File: config.mk
export PLATFORM = sky130hd
export DESIGN_NAME = first_fit_heap_allocator_flat
export DESIGN_NICKNAME = d
export VERILOG_FILES = /design/src/design/ffha_pkg.sv /design/src/design/ffha_if.sv /design/src/design/ffha_datapath.sv /design/src/design/ffha_ctrl.sv /design/src/design/first_fit_heap_allocator.sv /design/src/flat_wrapper.sv
export SDC_FILE = /design/constraint.sdc
export NUM_CORES = 2
export LEC_CHECK = 0
export BUFFER_PORTS_ARGS = -buffer_cell sky130_fd_sc_hd__buf_2
export CAP_MARGIN = 20
export CORE_ASPECT_RATIO = 0.7
export CORE_UTILIZATION = 55
export CTS_BUF_LIST = sky130_fd_sc_hd__clkbuf_2
export CTS_CLUSTER_SIZE = 12
export DETAILED_ROUTE_END_ITERATION = 8
export HOLD_SLACK_MARGIN = 0.15
export PLACE_DENSITY = 0.73
export SYNTH_ARGS = -nofsm -noshare
export SYNTH_HDL_FRONTEND = slang
export SYNTH_SLANG_ARGS = --single-unit
File: constraint.sdc
create_clock -name i_clk -period 9.5 [get_ports i_clk]
set_input_delay 0.475 -clock i_clk [delete_from_list [all_inputs] [get_ports i_clk]]
set_output_delay 0.475 -clock i_clk [all_outputs]
set_load 0.1 [all_outputs]
File: src/design/ffha_pkg.sv
// ---------------------------------------------------------------------------
// ffha_pkg
// Shared constants, codes and types of the first-fit heap allocator.
// ---------------------------------------------------------------------------
package ffha_pkg;

    localparam int MAX_BLOCKS_DEF = 64;
    localparam int HEAP_BYTES_DEF = 65536;

    localparam int HDR_W    = 7;
    localparam int MSP_W    = 8;
    localparam int LIM_W    = 17;
    localparam int CFG_W    = 17;
    localparam int CFG_IDX_W = 2;
    localparam int DAT_W    = 16;
    localparam int BRK_W    = 17;
    localparam int ST_W     = 2;
    localparam int CMPW     = 21;

    localparam logic [HDR_W-1:0] HDR_RESET = 7'd24;
    localparam logic [MSP_W-1:0] MSP_RESET = 8'd8;
    localparam logic [LIM_W-1:0] LIM_RESET = 17'd65536;

    localparam logic [CFG_IDX_W-1:0] CFG_HEADER    = 2'd0;
    localparam logic [CFG_IDX_W-1:0] CFG_MIN_SPLIT = 2'd1;
    localparam logic [CFG_IDX_W-1:0] CFG_HEAP_LIM  = 2'd2;

    localparam logic OP_ALLOC   = 1'b0;
    localparam logic OP_RELEASE = 1'b1;

    localparam logic [ST_W-1:0] ST_OK       = 2'd0;
    localparam logic [ST_W-1:0] ST_NO_SPACE = 2'd1;
    localparam logic [ST_W-1:0] ST_NOT_FND  = 2'd2;

    typedef struct packed {
        logic [DAT_W-1:0] offset;
        logic [DAT_W-1:0] size;
        logic             free;
    } t_entry;

    typedef struct packed {
        logic load;
        logic scan_start;
        logic shift_start;
        logic coal_start;
        logic rd_run;
        logic dir_down;
        logic scan_step;
        logic coal_step;
        logic wr_split;
        logic wr_use;
        logic grow;
        logic wr_free;
        logic coal_end;
        logic set_null;
        logic set_notfound;
    } t_dp_cmd;

    typedef struct packed {
        logic op;
        logic null_rel;
        logic hit;
        logic split_now;
        logic shift_need;
        logic pipe_empty;
    } t_dp_stat;

endpackage

File: src/design/ffha_if.sv
// ---------------------------------------------------------------------------
// ffha_if
// Request and response channels with valid/ready handshake.
// ---------------------------------------------------------------------------
interface ffha_req_if;
    logic        valid;
    logic        ready;
    logic        op;
    logic [15:0] req_size;
    logic [15:0] release_addr;
    modport source (output valid, output op, output req_size, output release_addr,
                    input ready);
    modport sink (input valid, input op, input req_size, input release_addr,
                  output ready);
endinterface

interface ffha_rsp_if;
    logic        valid;
    logic        ready;
    logic [15:0] payload_addr;
    logic [1:0]  status;
    modport source (output valid, output payload_addr, output status, input ready);
    modport sink (input valid, input payload_addr, input status, output ready);
endinterface

File: src/design/ffha_datapath.sv
// ---------------------------------------------------------------------------
// ffha_datapath
// Block table memory, config registers, scan/shift/coalesce streams.
// ---------------------------------------------------------------------------
module ffha_datapath
    import ffha_pkg::*;
#(
    parameter int MAX_BLOCKS = MAX_BLOCKS_DEF,
    parameter int HEAP_BYTES = HEAP_BYTES_DEF
) (
    input  logic                 i_clk,
    input  logic                 i_rst_n,
    input  logic                 i_cfg_we,
    input  logic [CFG_IDX_W-1:0] i_cfg_idx,
    input  logic [CFG_W-1:0]     i_cfg_data,
    input  logic                 i_op,
    input  logic [DAT_W-1:0]     i_req_size,
    input  logic [DAT_W-1:0]     i_release_addr,
    input  t_dp_cmd              i_cmd,
    output t_dp_stat             o_stat,
    output logic [DAT_W-1:0]     o_res_addr,
    output logic [ST_W-1:0]      o_res_status
);

    localparam int CW = $clog2(MAX_BLOCKS + 1);
    localparam int AW = $clog2(MAX_BLOCKS);
    localparam logic [CW-1:0] CMAX = CW'(MAX_BLOCKS);
    localparam logic [CMPW-1:0] HEAP_LIM = CMPW'(HEAP_BYTES);

    logic [HDR_W-1:0] r_hdr;
    logic [MSP_W-1:0] r_msp;
    logic [LIM_W-1:0] r_lim;
    logic             r_op;
    logic [DAT_W-1:0] r_req, r_rel;
    logic [CW-1:0]    r_cnt, r_ra, r_ri, r_idx, r_wp;
    logic [BRK_W-1:0] r_brk;
    logic             r_rv, r_split, r_cur_v;
    t_entry           r_hit, r_cur, r_rd;
    logic [DAT_W-1:0] r_addr;
    logic [ST_W-1:0]  r_st;

    t_entry r_mem [MAX_BLOCKS];

    logic             rd_en, match, split_now, grow_ok, merge;
    logic [17:0]      need, noff, hnoff, msum, nbrk, pay;
    logic [CMPW-1:0]  lim;
    logic [CW-1:0]    idx1, ri1, wp1, cnt1;
    logic             we;
    logic [CW-1:0]    wa;
    t_entry           wd;
    logic [DAT_W-1:0] msat;

    assign idx1 = r_idx + 1'b1;
    assign ri1  = r_ri + 1'b1;
    assign wp1  = r_wp + 1'b1;
    assign cnt1 = r_cnt + 1'b1;

    assign rd_en = i_cmd.rd_run && (i_cmd.dir_down ? (r_ra > r_idx) : (r_ra < r_cnt));

    assign need  = 18'(r_req) + 18'(r_hdr) + 18'(r_msp);
    assign noff  = 18'(r_rd.offset) + 18'(r_hdr) + 18'(r_req);
    assign hnoff = 18'(r_hit.offset) + 18'(r_hdr) + 18'(r_req);
    assign match = (r_op == OP_ALLOC) ? (r_rd.free && (r_rd.size >= r_req))
                 : ((17'(r_rd.offset) + 17'(r_hdr)) == 17'(r_rel));
    assign split_now = (18'(r_rd.size) >= need) && (r_cnt < CMAX) && (noff <= 18'hFFFF);

    assign lim  = (CMPW'(r_lim) < HEAP_LIM) ? CMPW'(r_lim) : HEAP_LIM;
    assign nbrk = 18'(r_brk) + 18'(r_hdr) + 18'(r_req);
    assign pay  = 18'(r_brk) + 18'(r_hdr);
    assign grow_ok = (r_cnt < CMAX) && !r_brk[BRK_W-1] && (CMPW'(nbrk) <= lim)
                   && (pay <= 18'hFFFF);

    assign msum  = 18'(r_cur.size) + 18'(r_rd.size) + 18'(r_hdr);
    assign msat  = (msum > 18'hFFFF) ? 16'hFFFF : msum[DAT_W-1:0];
    assign merge = r_cur.free && r_rd.free;

    always_comb begin
        we = 1'b0;
        wa = r_idx;
        wd = r_hit;
        if (i_cmd.rd_run && i_cmd.dir_down && r_rv) begin
            we = 1'b1;
            wa = ri1;
            wd = r_rd;
        end else if (i_cmd.wr_split) begin
            we = 1'b1;
            wa = idx1;
            wd = '{offset: hnoff[DAT_W-1:0],
                   size: DAT_W'(18'(r_hit.size) - 18'(r_hdr) - 18'(r_req)), free: 1'b1};
        end else if (i_cmd.wr_use) begin
            we = 1'b1;
            wa = r_idx;
            wd = '{offset: r_hit.offset, size: r_split ? r_req : r_hit.size, free: 1'b0};
        end else if (i_cmd.grow && grow_ok) begin
            we = 1'b1;
            wa = r_cnt;
            wd = '{offset: r_brk[DAT_W-1:0], size: r_req, free: 1'b0};
        end else if (i_cmd.wr_free) begin
            we = 1'b1;
            wa = r_idx;
            wd = '{offset: r_hit.offset, size: r_hit.size, free: 1'b1};
        end else if (i_cmd.coal_step && r_rv && r_cur_v && !merge) begin
            we = 1'b1;
            wa = r_wp;
            wd = r_cur;
        end else if (i_cmd.coal_end) begin
            we = 1'b1;
            wa = r_wp;
            wd = r_cur;
        end
    end

    always_ff @(posedge i_clk) begin
        if (we) begin
            r_mem[wa[AW-1:0]] <= wd;
        end
        if (rd_en) begin
            r_rd <= r_mem[r_ra[AW-1:0]];
        end
    end

    always_ff @(posedge i_clk) begin
        if (!i_rst_n) begin
            r_hdr <= HDR_RESET;
            r_msp <= MSP_RESET;
            r_lim <= LIM_RESET;
            r_cnt <= '0;
            r_brk <= '0;
            r_rv  <= 1'b0;
            r_ra  <= '0;
        end else begin
            if (i_cfg_we) begin
                unique case (i_cfg_idx)
                    CFG_HEADER:    r_hdr <= i_cfg_data[HDR_W-1:0];
                    CFG_MIN_SPLIT: r_msp <= i_cfg_data[MSP_W-1:0];
                    CFG_HEAP_LIM:  r_lim <= i_cfg_data[LIM_W-1:0];
                    default: ;
                endcase
            end
            if (i_cmd.scan_start || i_cmd.coal_start) begin
                r_ra <= '0;
                r_rv <= 1'b0;
            end else if (i_cmd.shift_start) begin
                r_ra <= r_cnt - 1'b1;
                r_rv <= 1'b0;
            end else begin
                r_rv <= rd_en;
                if (rd_en) begin
                    r_ra <= i_cmd.dir_down ? r_ra - 1'b1 : r_ra + 1'b1;
                end
            end
            if (i_cmd.wr_split || (i_cmd.grow && grow_ok)) begin
                r_cnt <= cnt1;
            end else if (i_cmd.coal_end) begin
                r_cnt <= wp1;
            end
            if (i_cmd.grow && grow_ok) begin
                r_brk <= nbrk[BRK_W-1:0];
            end
        end
    end

    always_ff @(posedge i_clk) begin
        if (rd_en) begin
            r_ri <= r_ra;
        end
        if (i_cmd.load) begin
            r_op  <= i_op;
            r_req <= i_req_size;
            r_rel <= i_release_addr;
        end
        if (i_cmd.scan_step && r_rv && match) begin
            r_idx   <= r_ri;
            r_hit   <= r_rd;
            r_split <= split_now;
        end
        if (i_cmd.coal_start) begin
            r_wp    <= '0;
            r_cur_v <= 1'b0;
        end else if (i_cmd.coal_step && r_rv) begin
            r_cur_v <= 1'b1;
            if (!r_cur_v) begin
                r_cur <= r_rd;
            end else if (merge) begin
                r_cur.size <= msat;
            end else begin
                r_wp  <= wp1;
                r_cur <= r_rd;
            end
        end
        if (i_cmd.set_null || i_cmd.wr_free) begin
            r_addr <= '0;
            r_st   <= ST_OK;
        end else if (i_cmd.set_notfound) begin
            r_addr <= '0;
            r_st   <= ST_NOT_FND;
        end else if (i_cmd.wr_use) begin
            r_addr <= DAT_W'(17'(r_hit.offset) + 17'(r_hdr));
            r_st   <= ST_OK;
        end else if (i_cmd.grow) begin
            r_addr <= grow_ok ? pay[DAT_W-1:0] : '0;
            r_st   <= grow_ok ? ST_OK : ST_NO_SPACE;
        end
    end

    assign o_stat = '{op: r_op,
                      null_rel: (i_op == OP_RELEASE) && (i_release_addr == '0),
                      hit: r_rv && match,
                      split_now: split_now,
                      shift_need: ri1 < r_cnt,
                      pipe_empty: !rd_en && !r_rv};
    assign o_res_addr   = r_addr;
    assign o_res_status = r_st;

endmodule

File: src/design/ffha_ctrl.sv
// ---------------------------------------------------------------------------
// ffha_ctrl
// Sequencer for scan, split, grow, release and coalesce phases.
// ---------------------------------------------------------------------------
module ffha_ctrl
    import ffha_pkg::*;
(
    input  logic     i_clk,
    input  logic     i_rst_n,
    input  logic     i_in_valid,
    input  logic     i_out_free,
    input  t_dp_stat i_stat,
    output logic     o_in_ready,
    output logic     o_load_out,
    output t_dp_cmd  o_cmd
);

    typedef enum logic [9:0] {
        S_IDLE   = 10'b0000000001,
        S_SCAN   = 10'b0000000010,
        S_SHIFT  = 10'b0000000100,
        S_WSPLIT = 10'b0000001000,
        S_WUSE   = 10'b0000010000,
        S_GROW   = 10'b0000100000,
        S_WFREE  = 10'b0001000000,
        S_COAL   = 10'b0010000000,
        S_CEND   = 10'b0100000000,
        S_DONE   = 10'b1000000000
    } t_state;

    t_state r_state, n_state;

    assign o_in_ready = (r_state == S_IDLE);

    always_comb begin
        n_state    = r_state;
        o_cmd      = '0;
        o_load_out = 1'b0;
        unique case (r_state)
            S_IDLE: begin
                if (i_in_valid) begin
                    o_cmd.load = 1'b1;
                    if (i_stat.null_rel) begin
                        o_cmd.set_null = 1'b1;
                        n_state = S_DONE;
                    end else begin
                        o_cmd.scan_start = 1'b1;
                        n_state = S_SCAN;
                    end
                end
            end
            S_SCAN: begin
                o_cmd.rd_run    = 1'b1;
                o_cmd.scan_step = 1'b1;
                if (i_stat.hit) begin
                    if (i_stat.op == OP_RELEASE) begin
                        n_state = S_WFREE;
                    end else if (i_stat.split_now) begin
                        if (i_stat.shift_need) begin
                            o_cmd.shift_start = 1'b1;
                            n_state = S_SHIFT;
                        end else begin
                            n_state = S_WSPLIT;
                        end
                    end else begin
                        n_state = S_WUSE;
                    end
                end else if (i_stat.pipe_empty) begin
                    if (i_stat.op == OP_RELEASE) begin
                        o_cmd.set_notfound = 1'b1;
                        n_state = S_DONE;
                    end else begin
                        n_state = S_GROW;
                    end
                end
            end
            S_SHIFT: begin
                o_cmd.rd_run   = 1'b1;
                o_cmd.dir_down = 1'b1;
                if (i_stat.pipe_empty) begin
                    n_state = S_WSPLIT;
                end
            end
            S_WSPLIT: begin
                o_cmd.wr_split = 1'b1;
                n_state = S_WUSE;
            end
            S_WUSE: begin
                o_cmd.wr_use = 1'b1;
                n_state = S_DONE;
            end
            S_GROW: begin
                o_cmd.grow = 1'b1;
                n_state = S_DONE;
            end
            S_WFREE: begin
                o_cmd.wr_free    = 1'b1;
                o_cmd.coal_start = 1'b1;
                n_state = S_COAL;
            end
            S_COAL: begin
                o_cmd.rd_run    = 1'b1;
                o_cmd.coal_step = 1'b1;
                if (i_stat.pipe_empty) begin
                    n_state = S_CEND;
                end
            end
            S_CEND: begin
                o_cmd.coal_end = 1'b1;
                n_state = S_DONE;
            end
            S_DONE: begin
                if (i_out_free) begin
                    o_load_out = 1'b1;
                    n_state = S_IDLE;
                end
            end
            default: n_state = S_IDLE;
        endcase
    end

    always_ff @(posedge i_clk) begin
        if (!i_rst_n) begin
            r_state <= S_IDLE;
        end else begin
            r_state <= n_state;
        end
    end

endmodule

File: src/design/first_fit_heap_allocator.sv
// ---------------------------------------------------------------------------
// first_fit_heap_allocator
// Allocate: first-fit scan, then a shift and split write, a use write or growth;
// release: scan, free and a coalesce pass; a null release skips the scan.
// Throughput: one item at a time, set by the single-port walks over the table.
// Reset: synchronous active low; empty table, break 0, config to defaults.
// ---------------------------------------------------------------------------
module first_fit_heap_allocator
    import ffha_pkg::*;
#(
    parameter int MAX_BLOCKS = MAX_BLOCKS_DEF,
    parameter int HEAP_BYTES = HEAP_BYTES_DEF
) (
    input  logic                 i_clk,
    input  logic                 i_rst_n,
    input  logic                 i_cfg_we,
    input  logic [CFG_IDX_W-1:0] i_cfg_idx,
    input  logic [CFG_W-1:0]     i_cfg_data,
    ffha_req_if.sink             i_req,
    ffha_rsp_if.source           o_rsp
);

    t_dp_cmd          cmd;
    t_dp_stat         stat;
    logic             load_out, out_free;
    logic [DAT_W-1:0] res_addr;
    logic [ST_W-1:0]  res_st;
    logic             r_ov;
    logic [DAT_W-1:0] r_oaddr;
    logic [ST_W-1:0]  r_ost;

    assign out_free = !r_ov || o_rsp.ready;

    ffha_ctrl u_ctrl (
        .i_clk      (i_clk),
        .i_rst_n    (i_rst_n),
        .i_in_valid (i_req.valid),
        .i_out_free (out_free),
        .i_stat     (stat),
        .o_in_ready (i_req.ready),
        .o_load_out (load_out),
        .o_cmd      (cmd)
    );

    ffha_datapath #(
        .MAX_BLOCKS (MAX_BLOCKS),
        .HEAP_BYTES (HEAP_BYTES)
    ) u_dp (
        .i_clk          (i_clk),
        .i_rst_n        (i_rst_n),
        .i_cfg_we       (i_cfg_we),
        .i_cfg_idx      (i_cfg_idx),
        .i_cfg_data     (i_cfg_data),
        .i_op           (i_req.op),
        .i_req_size     (i_req.req_size),
        .i_release_addr (i_req.release_addr),
        .i_cmd          (cmd),
        .o_stat         (stat),
        .o_res_addr     (res_addr),
        .o_res_status   (res_st)
    );

    always_ff @(posedge i_clk) begin
        if (!i_rst_n) begin
            r_ov <= 1'b0;
        end else if (load_out) begin
            r_ov <= 1'b1;
        end else if (o_rsp.ready) begin
            r_ov <= 1'b0;
        end
    end

    always_ff @(posedge i_clk) begin
        if (load_out) begin
            r_oaddr <= res_addr;
            r_ost   <= res_st;
        end
    end

    assign o_rsp.valid        = r_ov;
    assign o_rsp.payload_addr = r_oaddr;
    assign o_rsp.status       = r_ost;

endmodule

File: src/flat_wrapper.sv
// flat-port wrapper written by rule: the top's interface ports become plain ports
module first_fit_heap_allocator_flat import ffha_pkg::*;
#(
    parameter int MAX_BLOCKS = MAX_BLOCKS_DEF,
    parameter int HEAP_BYTES = HEAP_BYTES_DEF
)
  (i_clk, i_rst_n, i_cfg_we, i_cfg_idx, i_cfg_data, i_req_valid, i_req_op, i_req_req_size, i_req_release_addr, i_req_ready, o_rsp_valid, o_rsp_payload_addr, o_rsp_status, o_rsp_ready);
  ffha_req_if i_req_i ();
  ffha_rsp_if o_rsp_i ();
  input  logic i_clk;
  input  logic i_rst_n;
  input  logic i_cfg_we;
  input  logic [CFG_IDX_W-1:0] i_cfg_idx;
  input  logic [CFG_W-1:0] i_cfg_data;
  input wire logic [$bits(i_req_i.valid)-1:0] i_req_valid;
  input wire logic [$bits(i_req_i.op)-1:0] i_req_op;
  input wire logic [$bits(i_req_i.req_size)-1:0] i_req_req_size;
  input wire logic [$bits(i_req_i.release_addr)-1:0] i_req_release_addr;
  output wire logic [$bits(i_req_i.ready)-1:0] i_req_ready;
  output wire logic [$bits(o_rsp_i.valid)-1:0] o_rsp_valid;
  output wire logic [$bits(o_rsp_i.payload_addr)-1:0] o_rsp_payload_addr;
  output wire logic [$bits(o_rsp_i.status)-1:0] o_rsp_status;
  input wire logic [$bits(o_rsp_i.ready)-1:0] o_rsp_ready;
  assign i_req_i.valid = i_req_valid;
  assign i_req_i.op = i_req_op;
  assign i_req_i.req_size = i_req_req_size;
  assign i_req_i.release_addr = i_req_release_addr;
  assign i_req_ready = i_req_i.ready;
  assign o_rsp_valid = o_rsp_i.valid;
  assign o_rsp_payload_addr = o_rsp_i.payload_addr;
  assign o_rsp_status = o_rsp_i.status;
  assign o_rsp_i.ready = o_rsp_ready;
  first_fit_heap_allocator #(.MAX_BLOCKS(MAX_BLOCKS), .HEAP_BYTES(HEAP_BYTES)) u_core (.i_clk(i_clk), .i_rst_n(i_rst_n), .i_cfg_we(i_cfg_we), .i_cfg_idx(i_cfg_idx), .i_cfg_data(i_cfg_data), .i_req(i_req_i), .o_rsp(o_rsp_i));
endmodule
==> impl_metrics.json <==
{
  "worst_slew_pin_slew_ps": 1220,
  "combPwrFrac_pct": 3.1,
  "totalWireLength_mm": 269,
  "wl_per_cell_um": 31.0,
  "clock_sinks": 2378,
  "finalPower_mw": 18.4,
  "power_switching_mw": 4.32,
  "vias": 56359,
  "nNetsFinal": 6241,
  "final_util_pct": 62.2,
  "p_per_area_nw_per_um2": 165,
  "synth_nets": 5429,
  "min_period_ps": 8920,
  "firstDrtPassIters": 6,
  "min_path_type": "in -> reg",
  "core-area_um2": 179000,
  "max_freq_mhz": 112,
  "critPathMaxStageDelay_ps": 710,
  "ioPinCount": 77,
  "skew_ps": 233,
  "postSynth.asyncResetShare_pct": 0,
  "grt_setup_unrepaired": "no",
  "fin_setup_tns_ps": 0,
  "grt_pass1_wl_mm": 386,
  "clk_latency_ps": 1850,
  "cp_slowest_cell": "nor3_1",
  "htree_levels": 6,
  "hold_viol_final": 0,
  "grt_pass1_vias": 55334,
  "status": "completed",
  "post_drt_via_cell_ratio": 6.50,
  "dieArea_um2": 182000,
  "vdd_drop_max_mv": 0.119,
  "drtIter0Drc": 8383,
  "synth_edf_count": 2277,
  "crit_type": "reg -> reg",
  "cts_buffers": 553,
  "avgSynthCellArea_um2": 19.4,
  "floorplan.initialDensity_pct": 55.3,
  "cts_tree": "done",
  "required_ps": 10820,
  "crit_fanout": 33,
  "clk_path_buf_depth": 4,
  "syn2layout_area_growth_pct": 12.3,
  "drc": 0,
  "synth-main-ff-cell": "edfxtp_1",
  "p_leak_nw": 36.3,
  "synth_area_um2": 99300,
  "cts_resized": 0,
  "cap_violations": 0,
  "seqPwrFrac_pct": 61.6,
  "die_y_um": 358,
  "synth-seq-cells": 2378,
  "rows": 130,
  "crit_path_end_kind": "flip-flop",
  "p_clk_share_pct": 35.3,
  "path_clk_slew_ps": 120,
  "synth_seq_area_share_pct": 70.9,
  "internal-power_mw": 14.1,
  "ys_warn_count": 0,
  "final-max-slew-violation-count": 0,
  "overflow": 0,
  "post_cts_buffers": 0,
  "setup_viol": 0,
  "relSlewSlack_pct": 17.9,
  "switching_share_pct": 23.5,
  "final_layout_size_suffix_gt1_share_pct": 31.0,
  "antenna_found_initial": 21,
  "place_congestion": 0.995,
  "grt_util_all_layers_pct": 29.9,
  "fp.dieW_um": 510,
  "grt_max_degree": 124,
  "ant_nets": 0,
  "post-route-period-util_pct": 93.9,
  "port_buffers": 76,
  "synthCells": 5107,
  "postCtsHoldBufs": 197,
  "rrSetupSlack_ps": 580,
  "worstPathArrival_ps": 10240,
  "cp-start-kind": "flip-flop",
  "hpwlAfterDp_mm": 170,
  "cts_root_buffer": "clkbuf_2",
  "synth_cell_type_count": 86
}
cells in the mapped netlist, types with 15 or more instances:
master | number | share of area, %
mux4_2 | 680 | 15
o22ai_1 | 19 | 0.12
buf_1 | 65 | 0.25
nor2b_1 | 28 | 0.18
nand4_1 | 18 | 0.11
o21ai_0 | 99 | 0.50
o21a_1 | 29 | 0.22
nor2_1 | 253 | 0.96
inv_1 | 116 | 0.44
and3_1 | 28 | 0.18
nand2_1 | 207 | 0.78
o221ai_1 | 17 | 0.15
nand2b_1 | 17 | 0.11
edfxtp_1 | 2277 | 69
a21oi_1 | 138 | 0.70
fa_1 | 44 | 0.89
nor4_1 | 15 | 0.095
a211oi_1 | 28 | 0.21
o211ai_1 | 16 | 0.12
a21o_1 | 36 | 0.27
ha_1 | 221 | 2.8
o22a_1 | 21 | 0.19
dfxtp_1 | 101 | 2.0
xnor2_1 | 92 | 0.81
nor3_1 | 61 | 0.31
xor2_1 | 50 | 0.44
a31oi_1 | 18 | 0.11
mux2i_1 | 37 | 0.37
clkbuf_1 | 139 | 0.53
nand3_1 | 41 | 0.21
per-stage QoR:
step | cells | hold WS (ps) | setup WS [ps] | area (µm²)
after floorplan | 5107 | 403 | 600 | 99300
after global placement | 7540 | 416 | 1010 | 105000
after detailed placement | 7541 | 417 | 838 | 105000
after CTS | 8661 | 166 | 727 | 111000
after global routing | 8670 | 393 | 306 | 111000
final | 8672 | 413 | 578 | 112000
critical path: cells and delay by family, from the launching register on:
kind                     cells  cell delay, ps
flip-flops                   1             590
adder cells (fa/ha/maj)      4            1300
XOR/XNOR                     2             320
AND/OR/NAND/NOR              6            2060
buffers and inverters        3             580
AO/OA/AOI/OAI               14            3650
state kept, by name, summed over array words and instances, names as in the netlist, 17 cells and up:
| register | flops |
|---|---|
| u_core.u_dp.r_mem | 2112 |
| u_core.u_dp.r_cur | 33 |
| u_core.u_dp.r_hit | 33 |
| u_core.u_dp.r_rd | 33 |
| u_core.u_dp.r_brk | 17 |
| u_core.u_dp.r_lim | 17 |
worst paths after layout:
kind                                  start  cells after the start                      endpoint
hold reg to reg   u_core.u_dp.o_res_addr[7]                      0  u_core.o_rsp.payload_addr[7]
hold / removal                 i_cfg_idx[0]                      6          u_core.u_dp.r_hdr[0]
setup / recovery       u_core.u_dp.r_hdr[0]                     29      u_core.u_dp.r_mem[14][9]
setup reg to reg       u_core.u_dp.r_hdr[0]                     29      u_core.u_dp.r_mem[14][9]
layout make-up:
type,count,area (µm²)
clock buffers,791,3960
repair buffers,475,4380
multi-input cells,2393,28400
diodes,9,22.5
well taps,2376,2970
flip-flops and latches,2378,70400
inverters,118,443
clock inverters,132,857
fillers,12434,67900
cells by family after synthesis:
group | count (synthesis) | synth area share (%)
DFF | 2378 | 70.9
muxes | 730 | 15.9
adders and majority gates | 265 | 3.67
buffers and inverters | 336 | 1.29
xor gates and xnor gates | 142 | 1.25
AOI/OAI and AO/OA | 521 | 3.51
and+or+nand+nor | 735 | 3.45
layer usage:
layer | wire, µm | GRT usage, %
met5 | 28 | 0
met4 | 5430 | 8.20
met3 | 39900 | 10.5
met2 | 114000 | 40.0
met1 | 110000 | 46.5
power groups by stage:
stage          combinational [mW]  clock, mW  sequential (mW)
3_5_place_dp                0.465          0             11.6
2_1_floorplan               0.316          0             11.6
5_1_grt                     0.608       7.11             11.4
4_1_cts                     0.528       6.60             11.3
6_report                    0.568       6.50             11.4
3_3_place_gp                0.457          0             11.6
placed cells by master (no fill, tap or decap), types with 19 or more instances in the layout:
cell type / instances
a211oi_1: 26
a21o_1: 36
a21oi_1: 126
and3_1: 28
buf_12: 38
buf_2: 76
buf_4: 162
clkbuf_2: 791
clkinv_1: 83
dfxtp_1: 95
dlygate4sd3_1: 197
edfxtp_1: 2277
fa_1: 44
ha_1: 221
inv_1: 116
mux2i_1: 37
mux4_2: 680
nand2_1: 207
nand3_1: 41
nor2_1: 187
nor2_4: 66
nor2b_1: 28
nor3_1: 61
o21a_1: 27
o21ai_0: 88
o22ai_1: 19
xnor2_1: 92
xor2_1: 50
No activity file was read; power rests on OpenSTA's default activity.
